## src/rtl/mls_pkg.sv

```systemverilog
// Shared codes, constants and link types for the lattice oscillator sweep block
`default_nettype none
package mls_pkg;
	localparam logic [1:0] MODE_LOAD    = 2'd0;
	localparam logic [1:0] MODE_PROPOSE = 2'd1;
	localparam logic [1:0] MODE_ACCEPT  = 2'd2;

	localparam logic [1:0] KIND_VERDICT = 2'd0;
	localparam logic [1:0] KIND_ACTION  = 2'd1;
	localparam logic [1:0] KIND_CORR    = 2'd2;

	localparam logic [1:0] CFG_STEP  = 2'd0;
	localparam logic [1:0] CFG_MASS  = 2'd1;
	localparam logic [1:0] CFG_OMEGA = 2'd2;
	localparam logic [1:0] CFG_GAP   = 2'd3;

	localparam logic [23:0] STEP_RST  = 24'd32768;
	localparam logic [23:0] MASS_RST  = 24'd65536;
	localparam logic [23:0] OMEGA_RST = 24'd65536;
	localparam logic [15:0] GAP_RST   = 16'd10;

	localparam int MAX_CORR = 32;

	localparam logic [61:0] ACT_SAT  = 62'h3FFF_FFFF_FFFF_FFFF;
	localparam logic [47:0] VAL_MAX  = 48'h7FFF_FFFF_FFFF;
	localparam logic [31:0] LN2_Q32  = 32'd2977044472;
	localparam logic [24:0] HALF_Q24 = 25'd8388608;

	typedef struct packed {
		logic        vld;
		logic        first;
		logic [31:0] x;
	} mls_feed_t;

	typedef struct packed {
		logic        done;
		logic        measure;
		logic [31:0] ln;
	} mls_math_t;
endpackage
`default_nettype wire

```

## src/rtl/mls_math.sv

```systemverilog
// Iterative log unit for the draw and sweep-index remainder unit for the measure gap
`default_nettype none
module mls_math (
	input  wire logic             clk,
	input  wire logic             arst_n,
	input  wire logic             start,
	input  wire logic [23:0]      uniform,
	input  wire logic [15:0]      gap,
	input  wire logic [31:0]      idx,
	output mls_pkg::mls_math_t    res
);
	import mls_pkg::*;

	logic [4:0]  e_c;
	logic [30:0] z_init;
	logic [4:0]  e_q;
	logic [30:0] z_q;
	logic [23:0] frac_q;
	logic [4:0]  l_cnt_q;
	logic        l_run_q, l_mul_q, l_done_q;
	logic [61:0] sq;
	logic [31:0] zn;
	logic [6:0]  em24;
	logic signed [30:0] l2;
	logic signed [63:0] ln_prod;
	logic signed [63:0] ln_q;

	logic [15:0] gap_q, rem_q;
	logic [31:0] dv_q;
	logic [4:0]  m_cnt_q;
	logic        m_run_q;
	logic [16:0] t;

	always_comb begin
		e_c = '0;
		for (int i = 0; i < 24; i++) begin
			if (uniform[i]) begin
				e_c = 5'(i);
			end
		end
		z_init = {7'b0, uniform} << (5'd30 - e_c);
	end

	assign sq      = 62'(z_q) * 62'(z_q);
	assign zn      = sq[61:30];
	assign em24    = {2'b0, e_q} - 7'd24;
	assign l2      = $signed({em24, frac_q});
	assign ln_prod = 64'(l2) * $signed({32'b0, LN2_Q32});
	assign t       = {rem_q, dv_q[31]};

	always_ff @(posedge clk or negedge arst_n) begin
		if (!arst_n) begin
			l_run_q  <= 1'b0;
			l_mul_q  <= 1'b0;
			l_done_q <= 1'b0;
			m_run_q  <= 1'b0;
		end else if (start) begin
			l_run_q  <= 1'b1;
			l_mul_q  <= 1'b0;
			l_done_q <= 1'b0;
			m_run_q  <= 1'b1;
		end else begin
			if (l_run_q && l_cnt_q == 5'd23) begin
				l_run_q <= 1'b0;
				l_mul_q <= 1'b1;
			end
			if (l_mul_q) begin
				l_mul_q  <= 1'b0;
				l_done_q <= 1'b1;
			end
			if (m_run_q && m_cnt_q == 5'd31) begin
				m_run_q <= 1'b0;
			end
		end
	end

	always_ff @(posedge clk) begin
		if (start) begin
			e_q     <= e_c;
			z_q     <= z_init;
			frac_q  <= '0;
			l_cnt_q <= '0;
			gap_q   <= (gap == 16'd0) ? 16'd1 : gap;
			rem_q   <= '0;
			dv_q    <= idx;
			m_cnt_q <= '0;
		end else begin
			if (l_run_q) begin
				l_cnt_q <= l_cnt_q + 5'd1;
				if (zn[31]) begin
					z_q    <= zn[31:1];
					frac_q <= {frac_q[22:0], 1'b1};
				end else begin
					z_q    <= zn[30:0];
					frac_q <= {frac_q[22:0], 1'b0};
				end
			end
			if (l_mul_q) begin
				ln_q <= ln_prod;
			end
			if (m_run_q) begin
				m_cnt_q <= m_cnt_q + 5'd1;
				dv_q    <= {dv_q[30:0], 1'b0};
				if (t >= {1'b0, gap_q}) begin
					rem_q <= 16'(t - {1'b0, gap_q});
				end else begin
					rem_q <= t[15:0];
				end
			end
		end
	end

	assign res.done    = l_done_q && !m_run_q && !start;
	assign res.measure = (rem_q == 16'd0);
	assign res.ln      = ln_q[63:32];
endmodule
`default_nettype wire

```

## config.mk

```make
export PLATFORM = sky130hd
export DESIGN_NAME = mls_math
export DESIGN_NICKNAME = d
export VERILOG_FILES = /design/src/rtl/mls_pkg.sv /design/src/rtl/mls_math.sv
export SDC_FILE = /design/constraint.sdc
export NUM_CORES = 2
export LEC_CHECK = 0
export BUFFER_PORTS_ARGS = -buffer_cell sky130_fd_sc_hd__buf_2
export CAP_MARGIN = 10
export CORE_ASPECT_RATIO = 0.8
export CORE_MARGIN = 4
export CORE_UTILIZATION = 41
export DETAILED_ROUTE_END_ITERATION = 16
export PLACE_DENSITY_LB_ADDON = 0.12
export SLEW_MARGIN = 20
export SYNTH_ARGS = -nofsm -noshare
export SYNTH_HDL_FRONTEND = slang
export SYNTH_SLANG_ARGS = --single-unit
```

## constraint.sdc

```tcl
create_clock -name clk -period 9.5 [get_ports clk]
set_input_delay 1.425 -clock clk [delete_from_list [all_inputs] [get_ports clk]]
set_output_delay 1.425 -clock clk [all_outputs]
set_load 0.01 [all_outputs]
```

==> flow_summary.json <==
{
  "numPortBuffers": 108,
  "status": "completed",
  "die_y_um": 326,
  "grt_pass1_wl_um": 227000,
  "core_mm2": 0.125,
  "syn_inst": 5314,
  "setup_tns_ns": 0,
  "drc_errors": 0,
  "synth.distinct_cells": 89,
  "max_freq_mhz": 110,
  "drt_wl_total_um": 143000,
  "drive_above_1_share_pct": 5.97,
  "place_hpwl_um": 124000,
  "startpoint_type": "register",
  "cts.sink_count": 169,
  "cts_buffers": 17,
  "yosys.area.top_type": "fa_1",
  "htreeDepth": 4,
  "grtUsageTotal_pct": 22.5,
  "pin_count": 109,
  "fin_cells": 7049,
  "cp_common_cell": "fa_1",
  "hp-class": "reg -> reg",
  "cp_top_family": "adder cells",
  "yosysMostFrequentCell": "inv_1",
  "antenna_left": 0,
  "critPathMaxStageDelay_ns": 0.82,
  "ys_warn_count": 0,
  "rows": 116,
  "dieArea_mm2": 0.132,
  "fin_crit_sh_pct": 95.6,
  "insertion_delay_ns": 0.50,
  "synth_fp_nets": 7135,
  "post_cts.repair.setup_buffers": 0,
  "maxCapViolCount": 0,
  "rsz0062_at_grt": "no",
  "syn-cell-area_mm2": 0.0519,
  "critPathMaxFanout": 17,
  "synth_edf_count": 115,
  "tightest_slew_ns": 1.01,
  "cp_slowest_cell": "edfxtp_1",
  "fin_area_mm2": 0.0553,
  "initial_core_util_pct": 41.4,
  "required_ns": 9.75,
  "finClkSkew_ns": 0.0230,
  "slew_headroom_pct": 32.7,
  "nFillCells": 12319,
  "end_kind": "register",
  "ys_ff_latch": 169,
  "clockBufferDepth": 2,
  "final_nets": 7200,
  "placed_area_mm2": 0.0546,
  "syn_avg_cell_area_um2": 9.76,
  "cts_tree": "built",
  "vias_per_cell": 4.90,
  "synthTopCellsByArea": "fa_1 (46%), ha_1 (13%), inv_1 (12%)",
  "place_congestion": 0.887,
  "path_buf_inv": 5,
  "avgRoutedWirePerCell_um": 20.2,
  "grt_pass1_vias": 37647,
  "vias": 34506,
  "dieWidth_um": 406,
  "setup_violations": 0,
  "grt_max_degree": 60,
  "cts_root_buf": "clkbuf_16",
  "synth_commonest_cells": "inv_1 (1679), fa_1 (1192), ha_1 (554)",
  "clkTransAtPathRegs_ns": 0.09,
  "drtIter0Drc": 2007,
  "grt.overflow.total": 0,
  "area_growth_syn_to_layout_pct": 6.62,
  "antenna_found_initial": 6,
  "crit_arrival_ns": 9.34,
  "firstDrtPassIters": 7,
  "post-route-min-period_ns": 9.08,
  "cts_hold_buffers": 0,
  "crit_type": "reg -> reg",
  "finalMaxSlewViolations": 0,
  "ys_dominant_reg_cell": "edfxtp_1",
  "netlist.area_leader.share_pct": 46.0,
  "async_flop_share_pct": 2.37,
  "hold_viol": 0,
  "ys_seq_area_share_pct": 8.78,
  "dp_cells": 7011,
  "cts_resized": 0
}
[tightest hold or removal path, stage by stage (launching register included)]
cell     delay (ns)
dfxtp_1        0.33
nand4_1        0.09
nor3b_1        0.05
[final timing paths]
path | cells past startpoint | start | endpoint | slack (ns)
setup / recovery | 25 | z_q[11] | z_q[19] | 0.42
hold / removal | 2 | l_cnt_q[4] | l_mul_q | 0.50
setup reg to reg | 25 | z_q[11] | z_q[19] | 0.42
hold reg to reg | 2 | l_cnt_q[4] | l_mul_q | 0.50
max in group asynchronous | 1 | arst_n | l_run_q | 8.66
min in group asynchronous | 1 | arst_n | l_done_q | 0.71
[layer usage]
layer,track usage (%),part of all wire [%]
met1,34.9,50
met2,34.5,44
met3,2.41,4.5
met4,3.26,1.4
met5,0,0.029
[cell type report]
type	count	area, um2	share of cell area (%)
Antenna cell	5	12.5	0.0226
Clock buffer	17	425	0.769
Clock inverter	15	214	0.387
Inverter	1682	6310	11.4
Multi-Input combinational cell	3300	40400	73.0
Sequential cell	169	4550	8.24
Tap cell	1652	2070	3.74
Timing Repair Buffer	209	1330	2.41
[cells by family after synthesis]
| kind of cell | after synthesis | synth area share (%) |
|---|---|---|
| adders and majority gates | 1746 | 59.4 |
| xor gates and xnor gates | 104 | 1.80 |
| DFF | 169 | 8.78 |
| and+or+nand+nor | 892 | 8.20 |
| other | 1 | 0.00723 |
| muxes | 126 | 2.60 |
| buffers and inverters | 1845 | 13.4 |
| AOI/OAI and AO/OA | 431 | 5.82 |
[placed cells by master, fill, tap and decap left out, types with 7 or more instances in the layout]
cell / instances
o21a_1: 17
nor4_1: 14
a21o_1: 73
a221oi_1: 8
buf_4: 100
xor2_1: 48
a21boi_0: 9
or3_1: 9
a31o_2: 9
clkinv_8: 7
mux2_2: 40
a221o_1: 12
a21oi_1: 99
ha_1: 553
o221ai_1: 10
o21ai_0: 65
and4_1: 10
mux2i_1: 83
edfxtp_1: 115
a211oi_1: 24
and2_1: 195
dfxtp_1: 50
o211ai_1: 8
nand2_1: 346
nand2b_1: 9
fa_1: 1192
nor2b_1: 17
or2_2: 7
a31oi_1: 14
nor2_1: 181
buf_2: 107
nand4_1: 18
nand3_1: 23
xnor2_1: 52
clkbuf_16: 17
inv_1: 1678
nor3_1: 31
and3_1: 19
[registers in the layout, indices dropped and copies added, names as in the netlist, 5 cells and up]
name,cells
l_cnt_q,5
z_q,31
e_q,5
rem_q,16
gap_q,16
frac_q,24
ln_q,31
m_cnt_q,5
dv_q,32
[through the flow]
step / utilization [%] / worst slack (ns) / hold WS, ns
2_1_floorplan: - / 1.19 / 0.422
3_3_place_gp: 43.6 / 0.511 / 0.477
3_5_place_dp: 43.6 / 0.492 / 0.486
4_1_cts: 44.1 / 0.463 / 0.506
5_1_grt: 44.1 / 0.118 / 0.521
6_report: 44.1 / 0.416 / 0.497
Power is not shown: default switching activity piles up to over one toggle a cycle in this logic, so the estimate is an artifact.
